<file path="config.mk">
export PLATFORM = sky130hd
export DESIGN_NAME = mips_div
export DESIGN_NICKNAME = d
export VERILOG_FILES = /design/src/hw/rtl/mips_pkg.sv /design/src/hw/rtl/mips_div.sv
export SDC_FILE = /design/constraint.sdc
export NUM_CORES = 1
export LEC_CHECK = 0
export BUFFER_PORTS_ARGS = -buffer_cell sky130_fd_sc_hd__buf_4
export CAP_MARGIN = 20
export CELL_PAD_IN_SITES_DETAIL_PLACEMENT = 1
export CELL_PAD_IN_SITES_GLOBAL_PLACEMENT = 1
export CORE_MARGIN = 3
export CORE_UTILIZATION = 44
export CTS_BUF_LIST = sky130_fd_sc_hd__clkbuf_16
export DETAILED_ROUTE_END_ITERATION = 6
export PLACE_DENSITY = 0.8
export SYNTH_ARGS = -nofsm -noshare
export SYNTH_HDL_FRONTEND = slang
export SYNTH_SLANG_ARGS = --single-unit
</file>
<file path="constraint.sdc">
create_clock -name clock -period 3.9 [get_ports clock]
set_input_delay 0.39 -clock clock [delete_from_list [all_inputs] [get_ports clock]]
set_output_delay 0.39 -clock clock [all_outputs]
set_load 0.01 [all_outputs]
</file>
<file path="src/hw/rtl/mips_pkg.sv">
// Package for the MIPS32 subset execute step: opcodes, states and helpers.
// No dependencies.
`timescale 1ns / 1ps
package mips_pkg;

   localparam logic [5:0] OP_SPECIAL = 6'h00;
   localparam logic [5:0] OP_REGIMM  = 6'h01;
   localparam logic [5:0] OP_J       = 6'h02;
   localparam logic [5:0] OP_JAL     = 6'h03;
   localparam logic [5:0] OP_BEQ     = 6'h04;
   localparam logic [5:0] OP_BNE     = 6'h05;
   localparam logic [5:0] OP_BLEZ    = 6'h06;
   localparam logic [5:0] OP_BGTZ    = 6'h07;
   localparam logic [5:0] OP_ADDIU   = 6'h09;
   localparam logic [5:0] OP_SLTI    = 6'h0A;
   localparam logic [5:0] OP_SLTIU   = 6'h0B;
   localparam logic [5:0] OP_ANDI    = 6'h0C;
   localparam logic [5:0] OP_ORI     = 6'h0D;
   localparam logic [5:0] OP_LUI     = 6'h0F;
   localparam logic [5:0] OP_COP0    = 6'h10;
   localparam logic [5:0] OP_SPECIAL2 = 6'h1C;
   localparam logic [5:0] OP_SPECIAL3 = 6'h1F;
   localparam logic [5:0] OP_LB      = 6'h20;
   localparam logic [5:0] OP_LW      = 6'h23;
   localparam logic [5:0] OP_SB      = 6'h28;
   localparam logic [5:0] OP_SW      = 6'h2B;

   localparam logic [5:0] FN_SLL  = 6'h00;
   localparam logic [5:0] FN_SRA  = 6'h03;
   localparam logic [5:0] FN_JR   = 6'h08;
   localparam logic [5:0] FN_MOVZ = 6'h0A;
   localparam logic [5:0] FN_MOVN = 6'h0B;
   localparam logic [5:0] FN_MFHI = 6'h10;
   localparam logic [5:0] FN_MFLO = 6'h12;
   localparam logic [5:0] FN_MULT = 6'h18;
   localparam logic [5:0] FN_DIV  = 6'h1A;
   localparam logic [5:0] FN_ADDU = 6'h21;
   localparam logic [5:0] FN_SUBU = 6'h23;
   localparam logic [5:0] FN_AND  = 6'h24;
   localparam logic [5:0] FN_OR   = 6'h25;
   localparam logic [5:0] FN_SLT  = 6'h2A;
   localparam logic [5:0] FN_MUL  = 6'h02;
   localparam logic [5:0] FN_EXT  = 6'h00;
   localparam logic [5:0] FN_WAIT = 6'h20;

   localparam logic [31:0] REGION_MASK = 32'hF000_0000;
   localparam logic [31:0] ALL_ONES    = 32'hFFFF_FFFF;

   localparam logic [1:0] ST_OK     = 2'd0;
   localparam logic [1:0] ST_UNSUP  = 2'd1;
   localparam logic [1:0] ST_HALTED = 2'd2;
   localparam logic [1:0] ST_KIND   = 2'd3;

   typedef enum logic [2:0] {
      S_CLEAR,
      S_IDLE,
      S_EXEC,
      S_DIV,
      S_RESP
   } state_type;

   typedef struct packed {
      logic        start;
      logic [31:0] dividend;
      logic [31:0] divisor;
   } div_req_type;

   typedef struct packed {
      logic        busy;
      logic        done;
      logic [31:0] quot;
      logic [31:0] rem;
   } div_rsp_type;

endpackage

</file>
<file path="src/hw/rtl/mips_div.sv">
// Signed 32-bit divider, one quotient bit per cycle (restoring).
// Depends on mips_pkg.
`timescale 1ns / 1ps
module mips_div (
   input  logic                  clock,
   input  logic                  reset,
   input  mips_pkg::div_req_type req,
   output mips_pkg::div_rsp_type rsp
);

   logic [31:0] rem_ff, rem_in;
   logic [31:0] quo_ff, quo_in;
   logic [31:0] dvs_ff, dvs_in;
   logic        nq_ff, nq_in;
   logic        nr_ff, nr_in;
   logic [5:0]  cnt_ff, cnt_in;
   logic        busy_ff, busy_in;
   logic        done_ff, done_in;
   logic [32:0] trial;
   logic [31:0] shifted;

   always_comb begin
      shifted = {rem_ff[30:0], quo_ff[31]};
      trial   = {1'b0, shifted} - {1'b0, dvs_ff};
      rem_in  = rem_ff;
      quo_in  = quo_ff;
      dvs_in  = dvs_ff;
      nq_in   = nq_ff;
      nr_in   = nr_ff;
      cnt_in  = cnt_ff;
      busy_in = busy_ff;
      done_in = 1'b0;
      if (req.start) begin
         rem_in  = '0;
         quo_in  = req.dividend[31] ? (32'd0 - req.dividend) : req.dividend;
         dvs_in  = req.divisor[31] ? (32'd0 - req.divisor) : req.divisor;
         nq_in   = req.dividend[31] ^ req.divisor[31];
         nr_in   = req.dividend[31];
         cnt_in  = 6'd32;
         busy_in = 1'b1;
      end else if (busy_ff) begin
         if (!rem_ff[31] && !trial[32]) begin
            rem_in = trial[31:0];
            quo_in = {quo_ff[30:0], 1'b1};
         end else if (rem_ff[31]) begin
            rem_in = trial[31:0];
            quo_in = {quo_ff[30:0], 1'b1};
         end else begin
            rem_in = shifted;
            quo_in = {quo_ff[30:0], 1'b0};
         end
         cnt_in = cnt_ff - 6'd1;
         if (cnt_ff == 6'd1) begin
            busy_in = 1'b0;
            done_in = 1'b1;
         end
      end
   end

   always_ff @(posedge clock) begin
      rem_ff <= rem_in;
      quo_ff <= quo_in;
      dvs_ff <= dvs_in;
      nq_ff  <= nq_in;
      nr_ff  <= nr_in;
      cnt_ff <= cnt_in;
      if (reset) begin
         busy_ff <= 1'b0;
         done_ff <= 1'b0;
      end else begin
         busy_ff <= busy_in;
         done_ff <= done_in;
      end
   end

   assign rsp.busy = busy_ff;
   assign rsp.done = done_ff;
   assign rsp.quot = nq_ff ? (32'd0 - quo_ff) : quo_ff;
   assign rsp.rem  = nr_ff ? (32'd0 - rem_ff) : rem_ff;

endmodule

</file>
### After elaboration in Yosys (flattened, before gate mapping)

Cells that the tools add are included.

| cells by class | value |
|---|---|
| add/subtract/negate cells | 6 |
| equal/unequal tests | 1 |
| mux-type cells | 14 |
| bitwise logic cells | 2 |
| reductions and logical operators | 5 |

Operators with widths:

| cell | count |
|---|---|
| 2-to-1 mux 32 bit | 7 |
| subtractor 1 x 32 -> 32 bit (first input constant) | 4 |
| subtractor 32 x 32 -> 33 bit | 1 |
| 2-to-1 mux 31 bit | 1 |
| == test 6 x 1 -> 1 bit (second input constant) | 1 |
| 2-to-1 mux 1 bit | 6 |
| subtractor 6 x 1 -> 6 bit (second input constant) | 1 |
| OR reduction 3 bit | 1 |
| logical NOT 1 bit | 2 |
| nonzero test 2 bit | 1 |
| logical AND 1 bit | 1 |
| NOT 1 bit | 1 |
| bitwise XOR 1 bit | 1 |

| word-level totals | value |
|---|---|
| bits in registers | 106 |
| input bits | 67 |
| output and inout port bits | 66 |

### Logic depth before layout (Yosys ltp)

Gate-level depths: netlist (run 1).

| depth | value |
|---|---|
| depth in word-level cells | 6 |
| mapped depth | 13 |
| gate-level depth less buffers | 11 |

### Worst setup path after synthesis (run 1)

No wires, ideal clock.

| timing path | value |
|---|---|
| kind | flip-flop to output port |
| start point | register quo_ff[10] |
| end point | output port rsp[57] (netlist name) |
| arrival time | 3.044 ns |
| data required time | 3.510 ns |
| path slack | 0.466 ns |
| stages on the path, launching flop included | 9 |
| cell sequence | edfxtp_1 or4_4 or3_1 or2_1 or3_4 or4_4 or3_4 o31ai_2 xnor2_1 |

RTL lines:

| item | RTL line | RTL |
|---|---|---|
| start: declaration | mips_div.sv:12 | `logic [31:0] quo_ff, quo_in;` |
| start signal: assignment | mips_div.sv:62 | `quo_ff <= quo_in;` |
| end: declaration | mips_div.sv:8 | `output mips_pkg::div_rsp_type rsp` |

==> results by stage, run 1 <==
Pwr:
- Internal power comes to 2.31 mW.
- The proportion of total power due to net switching is 34.9%.
- The leakage power figure is 3.94 nW.
- The design draws 3.55 mW.
- IR analysis of the VDD net gives a maximum drop of 217 uV.
- The clock share of power is 24.1%.
- Sequential cells account for 40.5% of the total power.
- For this design the ratio of total power to cell area is 350 mW/mm2.
- Combinational cells account for 35.3% of the total power.
- The switching component of the power is 1.24 mW.

Floorplan:
- The y dimension of the die is 145 um.
- The die extent in x is 145 um.
- The starting density of the core is 45.2%.
- The floorplan die area is 0.0210 mm2.
- The core area is 0.0188 mm2.
- The number of placed I/O pins is 133.
- The site row count is 50.

Drt:
- The number of optimization iterations in the first detailed-route pass is 5.
- The total wire length after detailed routing is 25600 um.
- The residual DRC count is 0.
- The average detailed-routed wire length per instance is 18.2 um.
- The residual antenna-violating net count after detailed routing is 0.
- The total via count in the routed design is 8057.
- The detailed router finished its first iteration with 375 violations.
- The number of vias per cell after detailed routing is 5.75.

Synthesis:
- For this run, the number of Yosys warnings is 0.
- The synthesized net count is 1128.
- The number of synthesized register bits is 106.
- The number of cells produced by synthesis is 1022.
- The area share of the leading cell type in the synthesized netlist is 23.3%.
- The number of flops mapped to enable cells by yosys is 66.
- The biggest area contributor in the post-synthesis netlist is sky130_fd_sc_hd__edfxtp_1.
- The most common flop cell mapped by yosys is sky130_fd_sc_hd__edfxtp_1.
- The post-synth design cell area is 0.00851 mm2.
- Summing the sequential cell areas from Yosys gives 32.7% of the chip area.
- Each instance of the synthesized netlist takes up on average 8.32 um2.
- The fraction of synthesis flops using an asynchronous set or reset pin is 0%.
- The count of different cell masters after synthesis is 58.
- Yosys attributes the largest share of cell area to sky130_fd_sc_hd__edfxtp_1 (23%), sky130_fd_sc_hd__xnor2_1 (11%), sky130_fd_sc_hd__dfxtp_1 (9.4%).

Critical path:
- Across all register-to-register paths, the minimum setup slack is 0.50 ns.
- The critical path class is reg2out.
- At the worst endpoint, the arrival time is 3.57 ns.
- The largest fanout on the critical path is 5.
- Data on the critical path is required at its endpoint by 3.51 ns.
- The worst setup path is captured at an output pin.
- STA classifies the critical path startpoint as a flip-flop.
- In this run the critical register-to-register path is launched from rem_ff[6]$_SDFFE_PP0P_.
- The endpoint identified for the worst register-to-register timing path is rem_ff[2]$_SDFFE_PP0P_.
- The number of cells traversed by the worst register-to-register path is 12.

Global routing:
- Entering global routing, the biggest net connects 78 pins.
- The via count of the first global-routing pass is 7883.
- The final global-route overflow total is 0.
- The initial antenna violation count is 0.
- The wire length of the first global-routing pass is 41100 um.
- Across every metal layer, demand over resource in global routing totals 23.5%.

CTS:
- The deepest level of the CTS H-tree is 3.
- The clock passes through at most 2 buffers.
- The number of buffers created by CTS is 9.
- The clock drives 106 sinks.
- The root cell of the clock tree is sky130_fd_sc_hd__clkbuf_16.
- The insertion delay of the later-clocked pin in the worst-skew pair is 0.36 ns.
- The CTS tree is built.
- The number of buffers inserted for hold repair after clock tree synthesis is 0.
- Clock-pin slew was measured on the worst setup and hold paths at 0.07 ns.

Layout:
- Relative to the synthesized area, the layout overhead comes to 19.0%.
- Cells with a size suffix above 1 make up 17.1% of the layout.
- The final-stage net count is 1243.
- 0 antenna diodes ended up in the layout.
- The post-layout instance area is 0.0101 mm2.
- The end-of-flow core utilization is 53.8%.
- The filler cells instantiated in the layout total 2276.

STA:
- Setup violations remaining at the end of the flow were counted as 4.
- Headroom to the max-slew limit came out at 30.6%.
- The final max-slew violation count is 0.
- Final hold analysis gives a worst-case slack of 0.180 ns.
- Between clock sinks in the finished design, the worst skew comes to 0.0117 ns.
- In the post-route analysis, the smallest setup slack over all paths is -0.0647 ns.
- The count of endpoints failing hold in the final timing report came to 0.
- Setup repair after global routing could not meet its margin everywhere.
- The transition time at the pin with the least slew margin is 1.04 ns.
- The timing-limited maximum frequency is 0.252 GHz.
- Of the available clock period, the critical path in the final layout requires 102%.
- After layout, the minimum clock period comes to 3.96 ns.
- In the final timing run, aggregate negative setup slack is -0.226 ns.

Placement:
- The congestion estimate from routability-driven global placement came to 0.850.
- Input and output buffers added on the ports amount to 132.
- In this run the cell area measured after placement is 0.00970 mm2.
- The HPWL after detailed placement is 19800 um.

Worst hold path:
- The launch instance of the worst min-delay path is reset.
- For hold timing, the worst endpoint is busy_ff$_SDFF_PP0_.
- The cell depth of the worst hold path is 2.
- The class of the tightest hold or removal check is in2reg.

Status:
- The flow ran to the end, but the final reports show violations.
- The final reports fail on setup timing.

Flow run:
- The count of maximum capacitance violations is 0.
==> worst max-delay path, stage by stage (launching register included) <==
cell and delay, ns:
sky130_fd_sc_hd__edfxtp_1 0.39, sky130_fd_sc_hd__or4_4 0.55, sky130_fd_sc_hd__or3_4 0.35, sky130_fd_sc_hd__or2_4 0.26
sky130_fd_sc_hd__or3_4 0.33, sky130_fd_sc_hd__or4_4 0.43, sky130_fd_sc_hd__or3_4 0.40, sky130_fd_sc_hd__o31ai_4 0.23
sky130_fd_sc_hd__xnor2_1 0.14, sky130_fd_sc_hd__buf_4 0.14
==> metal layers <==
layer / routed length [um] / up-vias / share of wire, % / global-route usage, %
li1: - / 3947 / - / -
met1: 11900 / 3909 / 47 / 32.4
met2: 12100 / 187 / 47 / 39.8
met3: 1270 / 14 / 5.0 / 2.94
met4: 242 / 0 / 0.95 / 5.13
met5: 0 / - / 0 / 0
==> power groups by stage <==
| stage | Sequential (mW) | Combinational (mW) | Clock (mW) |
|---|---|---|---|
| finish | 1.44 | 1.25 | 0.856 |
| detailed placement | 1.47 | 1.22 | 0 |
| global placement | 1.46 | 1.19 | 0 |
| global route | 1.45 | 1.38 | 0.915 |
| CTS | 1.44 | 1.23 | 0.875 |
| floorplan | 1.41 | 0.771 | 0 |
==> synthesized netlist by cell type, drive strengths merged, types with 9 or more instances <==
master / n
nand2: 112
xnor2: 104
nor2: 99
a21oi: 70
edfxtp: 66
o21ai: 63
inv: 56
o31ai: 41
dfxtp: 40
xor2: 40
ha: 38
clkbuf: 37
or3: 23
or4: 23
a311oi: 20
nand3: 18
nand2b: 16
nor3: 15
o41ai: 15
buf: 9
nor2b: 9
or2: 9
==> state kept, by name (all words and copies together) (netlist names) <==
register and flops:
quo_ff 32, done_ff 1, busy_ff 1, cnt_ff 6, dvs_ff 32, nq_ff 1
nr_ff 1, rem_ff 32
==> how the worst max path moves through the flow <==
stage	startpoint	to	cells past startpoint
finish	quo_ff[10]$_DFFE_PP_	rsp[59]	9
global route	quo_ff[10]$_DFFE_PP_	rsp[57]	9
CTS	quo_ff[10]$_DFFE_PP_	rsp[59]	9
detailed placement	quo_ff[0]$_DFFE_PP_	rsp[61]	9
global placement	quo_ff[10]$_DFFE_PP_	rsp[61]	9
floorplan	quo_ff[10]$_DFFE_PP_	rsp[57]	8
==> cell type report <==
class	instances	area (um2)	area share [%]
clock buffer	9	225	2.22
clock inverter	7	36.3	0.358
inverter	56	210	2.08
multi-input combinational	814	5400	53.3
sequential	106	2780	27.5
tap	260	325	3.21
timing repair buffer	150	1150	11.3
==> cell families (layout without fill, tap and decap cells) <==
kind of cell | count (synthesis) | after routing | share of synthesized area, %
simple gates | 349 | 349 | 19.8
compound gates | 278 | 278 | 21.7
xor+xnor | 144 | 144 | 14.8
flops | 106 | 106 | 32.7
buf+inv | 102 | 222 | 4.68
fa+ha+maj | 39 | 39 | 5.83
mux | 4 | 4 | 0.471
==> cell usage in the layout (no fill, tap or decap), types with 5 or more instances in the layout <==
cell type / Yosys / layout
sky130_fd_sc_hd__or3_1: 21 / 18
sky130_fd_sc_hd__nand2b_1: 16 / 16
sky130_fd_sc_hd__xor2_1: 40 / 40
sky130_fd_sc_hd__a311oi_1: 20 / 20
sky130_fd_sc_hd__o21ai_0: 59 / 59
sky130_fd_sc_hd__inv_1: 56 / 56
sky130_fd_sc_hd__nor2b_1: 9 / 9
sky130_fd_sc_hd__a211oi_1: 8 / 8
sky130_fd_sc_hd__o41ai_1: 15 / 12
sky130_fd_sc_hd__a21oi_1: 70 / 70
sky130_fd_sc_hd__nand4_1: 8 / 8
sky130_fd_sc_hd__dfxtp_1: 40 / 39
sky130_fd_sc_hd__or2_2: 6 / 6
sky130_fd_sc_hd__edfxtp_1: 66 / 66
sky130_fd_sc_hd__o211ai_1: 7 / 7
sky130_fd_sc_hd__nand2_1: 112 / 112
sky130_fd_sc_hd__or3_4: 2 / 5
sky130_fd_sc_hd__xnor2_1: 104 / 104
sky130_fd_sc_hd__ha_1: 38 / 38
sky130_fd_sc_hd__nor3_1: 15 / 15
sky130_fd_sc_hd__o21bai_1: 8 / 8
sky130_fd_sc_hd__o31ai_1: 36 / 36
sky130_fd_sc_hd__a31oi_1: 7 / 7
sky130_fd_sc_hd__buf_4: 4 / 149
sky130_fd_sc_hd__nor4_1: 6 / 5
sky130_fd_sc_hd__a21o_1: 7 / 7
sky130_fd_sc_hd__or4_4: 4 / 7
sky130_fd_sc_hd__a32oi_1: 6 / 6
sky130_fd_sc_hd__or4_1: 19 / 16
sky130_fd_sc_hd__nand3_1: 18 / 18
sky130_fd_sc_hd__nor2_1: 99 / 99
sky130_fd_sc_hd__o21a_1: 7 / 7
sky130_fd_sc_hd__clkbuf_16: 0 / 9
==> per-stage QoR <==
stage,cells,worst slack [ns]
final,1402,-0.0647
after floorplan,1022,0.466
after global placement,1377,0.317
after CTS,1400,-0.0697
after detailed placement,1377,0.251
after global routing,1402,-0.174
==> repair_timing <==
item,CTS,global route
pin swaps,2,0
endpoints found under the hold margin,0,0
buffers inserted,7,1
cloned,0,0
resized for setup,5,8
setup endpoints to repair,9,15
Note: power is estimated with default switching activity, not from simulation.
==> run 2: changes to the inputs <==
--- a/config.mk
+++ b/config.mk
@@ -11,7 +11,6 @@
 export CELL_PAD_IN_SITES_GLOBAL_PLACEMENT = 1
 export CORE_MARGIN = 3
 export CORE_UTILIZATION = 44
-export CTS_BUF_LIST = sky130_fd_sc_hd__clkbuf_16
 export DETAILED_ROUTE_END_ITERATION = 6
 export PLACE_DENSITY = 0.8
 export SYNTH_ARGS = -nofsm -noshare
==> run 2 against run 1 <==
The flow still finishes with violations (setup timing). Non-clock buffer count stayed put. Via count is 0.43% higher. Sequential cell count stayed put. Power is 0.65% higher. Routed wire length is 0.59% higher. Design area hardly changed. Clock-buffer cell count is 1 higher. Die area stayed put. Critical path depth stayed put. Clock skew hardly changed. Critical path type unchanged.
==> results by stage, run 2 (synthesis gave the netlist of run 1 again) <==
STA:
- The final max-slew violation count is 0 (unchanged).
- The final number of setup-violating endpoints is 4 (unchanged).
- The setup clock skew after layout was 0.0113 ns (was 0.0117 ns).
- Unrepaired setup endpoints after global routing: yes (unchanged).
- The transition time at the pin with the least slew margin is 1.05 ns (was 1.04 ns).
- The worst slew margin relative to its limit was 29.8% (was 30.6%).
- The worst setup margin is -0.0627 ns (was -0.0647 ns).
- The count of endpoints failing hold in the final timing report is 0 (unchanged).
- The final clock period utilization by the worst path is 102% (about the same).
- The timing-limited maximum frequency came to 0.252 GHz (about the same).
- The post-route minimum period was 3.96 ns (about the same).

Critical path:
- The critical path launch point type is a flip-flop (unchanged).
- The start of the worst register-to-register path is quo_ff[31]$_DFFE_PP_ (was rem_ff[6]$_SDFFE_PP0P_).
- The largest fanout on the critical path came to 5 (unchanged).
- The sort of element at the end of the critical path is an output pin (unchanged).
- The register-to-register path setup slack is 0.50 ns (about the same).
- The number of cells traversed by the worst register-to-register path came to 12 (unchanged).
- The capture point of the worst reg-to-reg path is rem_ff[8]$_SDFFE_PP0P_ (was rem_ff[2]$_SDFFE_PP0P_).
- The critical path class is reg2out (unchanged).
- The data arrival time of the critical path is 3.57 ns (about the same).
- The required time of the critical path was 3.51 ns (about the same).

Drt:
- The total via count in the routed design is 8092 (was 8057).
- The average detailed-routed wire length per instance came to 18.3 um (was 18.2 um).
- The initial DRC count is 411 (was 375).
- The total wire length after detailed routing came to 25700 um (was 25600 um).
- The number of vias per cell after detailed routing is 5.77 (was 5.75).
- The residual antenna-violating net count after detailed routing is 0 (unchanged).
- The number of optimization iterations in the first detailed-route pass was 5 (unchanged).
- The residual DRC count came to 0 (unchanged).

Layout:
- The end-of-flow core utilization came to 53.8% (about the same).
- The most frequent standard cell in the layout excluding fill and tap cells is sky130_fd_sc_hd__buf_4 (unchanged).
- The share of final-layout standard cells stronger than drive strength 1 is 17.2% (was 17.1%).
- The final-stage net count is 1243 (unchanged).
- The number of antenna diodes was 0 (unchanged).
- The post-layout instance area was 0.0101 mm2 (about the same).
- Most frequent cells in the layout: sky130_fd_sc_hd__buf_4 (149), sky130_fd_sc_hd__nand2_1 (112), sky130_fd_sc_hd__xnor2_1 (104) (unchanged).
- The filler cell count in the final layout is 2276 (unchanged).
- The post-synthesis to final-layout area growth is 19.1% (was 19.0%).
- Largest registers: dvs_ff (32), quo_ff (32), rem_ff (32) (unchanged).
- The final cell count without fillers is 1402 (unchanged).

Global routing:
- The via count of the first global-routing pass came to 7904 (was 7883).
- The peak-usage layer in the global routing report is met2 (unchanged).
- The global-route track usage on met1 came to 32.5% (was 32.4%).
- The final global-route overflow total is 0 (unchanged).
- The initial antenna violation count came to 0 (unchanged).
- The met3 track demand over resource in global routing is 2.97% (was 2.94%).
- The largest net degree at the start of global routing is 78 (unchanged).
- The wire length of the first global-routing pass is 41300 um (was 41100 um).
- The global routing usage on met2 was 40.0% (was 39.8%).
- The total routing resource utilization after global routing was 23.6% (was 23.5%).

Placement:
- The placer congestion estimate is 0.850 (unchanged).
- The count of buffers from port buffering is 132 (unchanged).
- The HPWL after detailed placement is 19800 um (unchanged).
- The count of placed standard cells including taps was 1377 (unchanged).
- The pre-CTS setup slack came to 0.251 ns (unchanged).
- The total placed instance area is 0.00970 mm2 (unchanged).

Worst hold path:
- The cell depth of the worst hold path was 2 (unchanged).
- The launch instance of the worst min-delay path is reset (unchanged).
- The class of the tightest hold or removal check is in2reg (unchanged).
- The hold-critical path endpoint is busy_ff$_SDFF_PP0_ (unchanged).

Pwr:
- The total power divided by cell area is 352 mW/mm2 (was 350 mW/mm2).
- The proportion of total power due to net switching is 34.8% (was 34.9%).
- The total power consumption of the routed design is 3.57 mW (was 3.55 mW).
- The maximum vdd ir drop is 217 uV (about the same).
- The leakage power figure is 3.95 nW (was 3.94 nW).
- The part of the total power dissipated in sequential elements is 40.3% (was 40.5%).
- The switching component of the power came to 1.24 mW (about the same).
- The power share of the combinational group came to 35.2% (was 35.3%).
- The clock share of power is 24.5% (was 24.1%).
- The cell internal power dissipation is 2.33 mW (was 2.31 mW).

CTS:
- The deepest level of the CTS H-tree came to 3 (unchanged).
- The maximum buffer depth of the clock tree is 2 (unchanged).
- The total number of clock tree sinks is 106 (unchanged).
- The clock-pin slew on the worst setup and hold paths came to 0.07 ns (about the same).
- The CTS tree is built (unchanged).
- The insertion delay of the later-clocked pin in the worst-skew pair is 0.36 ns (about the same).
- The number of buffers inserted for hold repair after clock tree synthesis is 0 (unchanged).
- The number of buffers created by CTS is 9 (unchanged).
- The root cell of the clock tree is sky130_fd_sc_hd__clkbuf_16 (unchanged).

Floorplan:
- The number of placed I/O pins is 133 (unchanged).
- The floorplan die area came to 0.0210 mm2 (unchanged).
- The y dimension of the die is 145 um (unchanged).
- The die extent in x was 145 um (unchanged).
- The starting density of the core is 45.2% (unchanged).
- The site row count was 50 (unchanged).
- The core area was 0.0188 mm2 (unchanged).

Status:
- Outcome: complete, but fails checks (unchanged).
- Failing checks: setup timing (unchanged).

Flow run:
- The count of maximum capacitance violations is 0 (unchanged).
## run 2: power groups by stage
stage	combinational [mW]	clock (mW)	sequential [mW]
floorplan	0.771	0	1.41
global placement	1.19	0	1.46
detailed placement	1.22	0	1.47
CTS	1.23	0.895	1.44
global route	1.38	0.935	1.45
finish	1.26	0.876	1.44
## run 2: layer usage
| metal | wire, um | vias to the layer above | part of all wire, % |
|---|---|---|---|
| met5 | 0 | - | 0 |
| met4 | 293 | 0 | 1.1 |
| met1 | 12100 | 3959 | 47 |
| met3 | 1090 | 18 | 4.3 |
| li1 | - | 3943 | - |
| met2 | 12200 | 172 | 47 |
## run 2: area by class of cell
type / count / area (um2) / area share [%]
multi-input cells: 814 / 5400 / 53.2
flip-flops and latches: 106 / 2780 / 27.5
repair buffers: 150 / 1150 / 11.3
well taps: 260 / 325 / 3.21
clock buffers: 10 / 239 / 2.36
inverters: 56 / 210 / 2.07
clock inverters: 6 / 32.5 / 0.321
## run 2: timing repair
| action | in CTS | in global routing |
|---|---|---|
| resized for setup | 5 | 8 |
| buffers inserted | 7 | 1 |
| pin swaps | 2 | 0 |
| endpoints found under the setup margin | 9 | 15 |
## run 2: worst max-delay path by stage
stage / slack [ns] / endpoint / start
2_1_floorplan: 0.47 / rsp[57] / quo_ff[10]$_DFFE_PP_
3_3_place_gp: 0.32 / rsp[61] / quo_ff[10]$_DFFE_PP_
3_5_place_dp: 0.25 / rsp[61] / quo_ff[0]$_DFFE_PP_
4_1_cts: -0.07 / rsp[59] / quo_ff[10]$_DFFE_PP_
5_1_grt: -0.18 / rsp[57] / quo_ff[10]$_DFFE_PP_
6_report: -0.06 / rsp[59] / quo_ff[1]$_DFFE_PP_
## run 2: through the flow
step           TNS, ns  hold slack [ns]
6_report        -0.217            0.180
5_1_grt         -0.864            0.175
4_1_cts         -0.253            0.169
3_5_place_dp         0            0.486
3_3_place_gp         0            0.479
2_1_floorplan        0            0.461
## run 2: worst max-delay path, cell delays in order, from the launching register on
cell,delay (ns)
sky130_fd_sc_hd__edfxtp_1,0.42
sky130_fd_sc_hd__or3_4,0.41
sky130_fd_sc_hd__or4_4,0.47
sky130_fd_sc_hd__or2_4,0.26
sky130_fd_sc_hd__or3_4,0.33
sky130_fd_sc_hd__or4_4,0.43
sky130_fd_sc_hd__or3_4,0.39
sky130_fd_sc_hd__o31ai_4,0.23
sky130_fd_sc_hd__xnor2_1,0.14
sky130_fd_sc_hd__buf_4,0.14
==> run 3: changes to the inputs <==
--- a/config.mk
+++ b/config.mk
@@ -16,3 +16,4 @@
 export SYNTH_ARGS = -nofsm -noshare
 export SYNTH_HDL_FRONTEND = slang
 export SYNTH_SLANG_ARGS = --single-unit
+export TNS_END_PERCENT = 5
==> run 3 against run 2 <==
The flow still finishes with violations (setup timing). Design area fell by 0.82%. Sequential cell count unchanged. Via count shrank 0.79%. Clock skew barely moved. Critical path type unchanged. Highest routed layer unchanged.
==> results by stage, run 3 (synthesis gave the netlist of run 1 again) <==
Layout:
- Most frequent cells in the layout: sky130_fd_sc_hd__buf_4 (146), sky130_fd_sc_hd__nand2_1 (112), sky130_fd_sc_hd__xnor2_1 (104) (was sky130_fd_sc_hd__buf_4 (149), sky130_fd_sc_hd__nand2_1 (112), sky130_fd_sc_hd__xnor2_1 (104)).
- The final-stage net count came to 1239 (was 1243).
- The number of antenna diodes is 0 (unchanged).
- The final cell count without fillers is 1398 (was 1402).
- Largest registers: dvs_ff (32), quo_ff (32), rem_ff (32) (unchanged).
- The most frequent standard cell in the layout excluding fill and tap cells is sky130_fd_sc_hd__buf_4 (unchanged).
- The post-synthesis to final-layout area growth is 18.2% (was 19.1%).
- The filler cell count in the final layout is 2276 (unchanged).
- The share of final-layout standard cells stronger than drive strength 1 is 16.4% (was 17.2%).

Floorplan:
- The core area is 0.0188 mm2 (unchanged).
- The floorplan die area is 0.0210 mm2 (unchanged).
- The starting density of the core is 45.2% (unchanged).
- The y dimension of the die came to 145 um (unchanged).
- The die extent in x was 145 um (unchanged).
- The number of placed I/O pins is 133 (unchanged).
- The site row count is 50 (unchanged).

Pwr:
- The total power consumption of the routed design is 3.56 mW (was 3.57 mW).
- The leakage power figure is 3.91 nW (was 3.95 nW).
- The total power divided by cell area came to 354 mW/mm2 (was 352 mW/mm2).
- The maximum vdd ir drop is 217 uV (about the same).

Placement:
- The placer congestion estimate was 0.850 (unchanged).
- The count of buffers from port buffering came to 132 (unchanged).
- The count of placed standard cells including taps is 1377 (unchanged).
- The pre-CTS setup slack came to 0.251 ns (unchanged).
- The HPWL after detailed placement is 19800 um (unchanged).

Drt:
- The initial DRC count came to 417 (was 411).
- The total wire length after detailed routing is 25500 um (was 25700 um).
- The number of vias per cell after detailed routing is 5.74 (was 5.77).
- The residual antenna-violating net count after detailed routing is 0 (unchanged).
- The residual DRC count came to 0 (unchanged).
- The total via count in the routed design is 8028 (was 8092).
- The average detailed-routed wire length per instance is 18.2 um (was 18.3 um).
- The number of optimization iterations in the first detailed-route pass was 5 (unchanged).

CTS:
- The root cell of the clock tree is sky130_fd_sc_hd__clkbuf_16 (unchanged).
- The maximum buffer depth of the clock tree is 2 (unchanged).
- The clock-pin slew on the worst setup and hold paths is 0.08 ns (was 0.07 ns).
- The deepest level of the CTS H-tree is 3 (unchanged).
- The CTS tree is built (unchanged).
- The insertion delay of the later-clocked pin in the worst-skew pair is 0.36 ns (about the same).
- The number of buffers created by CTS was 9 (unchanged).
- The total number of clock tree sinks was 106 (unchanged).

STA:
- The count of endpoints failing hold in the final timing report came to 0 (unchanged).
- The post-route minimum period is 3.99 ns (was 3.96 ns).
- The final number of setup-violating endpoints is 5 (was 4).
- The transition time at the pin with the least slew margin is 1.10 ns (was 1.05 ns).
- The worst setup margin is -0.0874 ns (was -0.0627 ns).
- Unrepaired setup endpoints after global routing: yes (unchanged).
- The final-layout worst hold slack is 0.180 ns (about the same).
- The worst slew margin relative to its limit is 27.0% (was 29.8%).
- The final max-slew violation count is 0 (unchanged).
- The setup clock skew after layout is 0.0114 ns (was 0.0113 ns).
- The timing-limited maximum frequency is 0.251 GHz (was 0.252 GHz).
- The final clock period utilization by the worst path is 102% (about the same).

Critical path:
- The data arrival time of the critical path came to 3.60 ns (was 3.57 ns).
- The required time of the critical path was 3.51 ns (about the same).
- The largest fanout on the critical path is 6 (was 5).
- The critical path launch point type is a flip-flop (unchanged).
- The register-to-register path setup slack was 0.51 ns (was 0.50 ns).
- The sort of element at the end of the critical path is an output pin (unchanged).
- The capture point of the worst reg-to-reg path is rem_ff[2]$_SDFFE_PP0P_ (was rem_ff[8]$_SDFFE_PP0P_).
- The end point of the critical path is rsp[61] (was rsp[59]).
- The start of the worst register-to-register path is rem_ff[6]$_SDFFE_PP0P_ (was quo_ff[31]$_DFFE_PP_).
- The source of the critical timing path is quo_ff[7]$_DFFE_PP_ (was quo_ff[1]$_DFFE_PP_).
- The number of cells traversed by the worst register-to-register path is 12 (unchanged).
- The critical path class was reg2out (unchanged).

Global routing:
- The via count of the first global-routing pass is 7835 (was 7904).
- The total routing resource utilization after global routing is 23.5% (was 23.6%).
- The initial antenna violation count is 0 (unchanged).
- The wire length of the first global-routing pass is 41100 um (was 41300 um).
- The largest net degree at the start of global routing came to 78 (unchanged).
- The final global-route overflow total is 0 (unchanged).

Status:
- Failing checks: setup timing (unchanged).
- Outcome: complete, but fails checks (unchanged).

Flow run:
- The count of maximum capacitance violations was 0 (unchanged).

Worst hold path:
- The launch instance of the worst min-delay path was reset (unchanged).
- The class of the tightest hold or removal check is in2reg (unchanged).
-- run 3: cell types whose count changed in the layout (fill, tap and decap cells not counted), sizes merged --
cell	previous run	this run
buf	150	146
-- run 3: worst min-delay path by stage --
stage	end	slack, ns	depth (start not counted)
after global placement	cnt_ff[5]$_SDFFE_PP1P_	0.48	2
after CTS	busy_ff$_SDFF_PP0_	0.17	2
after floorplan	cnt_ff[5]$_SDFFE_PP1P_	0.46	2
after global routing	busy_ff$_SDFF_PP0_	0.17	2
final	busy_ff$_SDFF_PP0_	0.18	2
after detailed placement	cnt_ff[0]$_SDFFE_PP0P_	0.49	2
-- run 3: stage by stage --
step	TNS, ns	instance area [um2]	util [%]
2_1_floorplan	0	8510	-
3_3_place_gp	0	9700	51.5
3_5_place_dp	0	9700	51.5
4_1_cts	-0.390	10000	53.1
5_1_grt	-1.40	10000	53.4
6_report	-0.315	10000	53.4
-- run 3: critical path, stage by stage, from the launching register on --
cell and delay (ns):
sky130_fd_sc_hd__edfxtp_1 0.49, sky130_fd_sc_hd__or4_4 0.46, sky130_fd_sc_hd__or3_4 0.35, sky130_fd_sc_hd__or2_4 0.26, sky130_fd_sc_hd__or3_4 0.34, sky130_fd_sc_hd__or4_4 0.44, sky130_fd_sc_hd__or3_4 0.39, sky130_fd_sc_hd__o31ai_2 0.22
sky130_fd_sc_hd__xnor2_1 0.14, sky130_fd_sc_hd__buf_4 0.14
-- run 3: report_power, final --
part	switching (mW)	internal, mW	total [mW]
Combinational	0.676	0.562	1.24
Clock	0.431	0.446	0.877
Sequential	0.130	1.31	1.44
Total	1.24	2.32	3.56
-- run 3: area by class of cell --
| type | instances | area, um2 | share of cell area [%] |
|---|---|---|---|
| multi-input cells | 814 | 5360 | 53.4 |
| flip-flops and latches | 106 | 2780 | 27.7 |
| repair buffers | 146 | 1100 | 10.9 |
| well taps | 260 | 325 | 3.24 |
| clock buffers | 10 | 239 | 2.38 |
| inverters | 56 | 210 | 2.09 |
| clock inverters | 6 | 32.5 | 0.324 |
-- run 3: layer usage --
metal  global-route usage, %  share of wire, %
met1                    32.6                47
met2                    39.4                47
met3                    2.90               4.3
met4                    5.37               1.1
met5                       0                 0
-- run 3: what timing repair did --
action,in CTS,in global routing
setup buffers,3,2
setup endpoints to repair,9,15
gates resized for setup,1,6
hold buffers,0,0
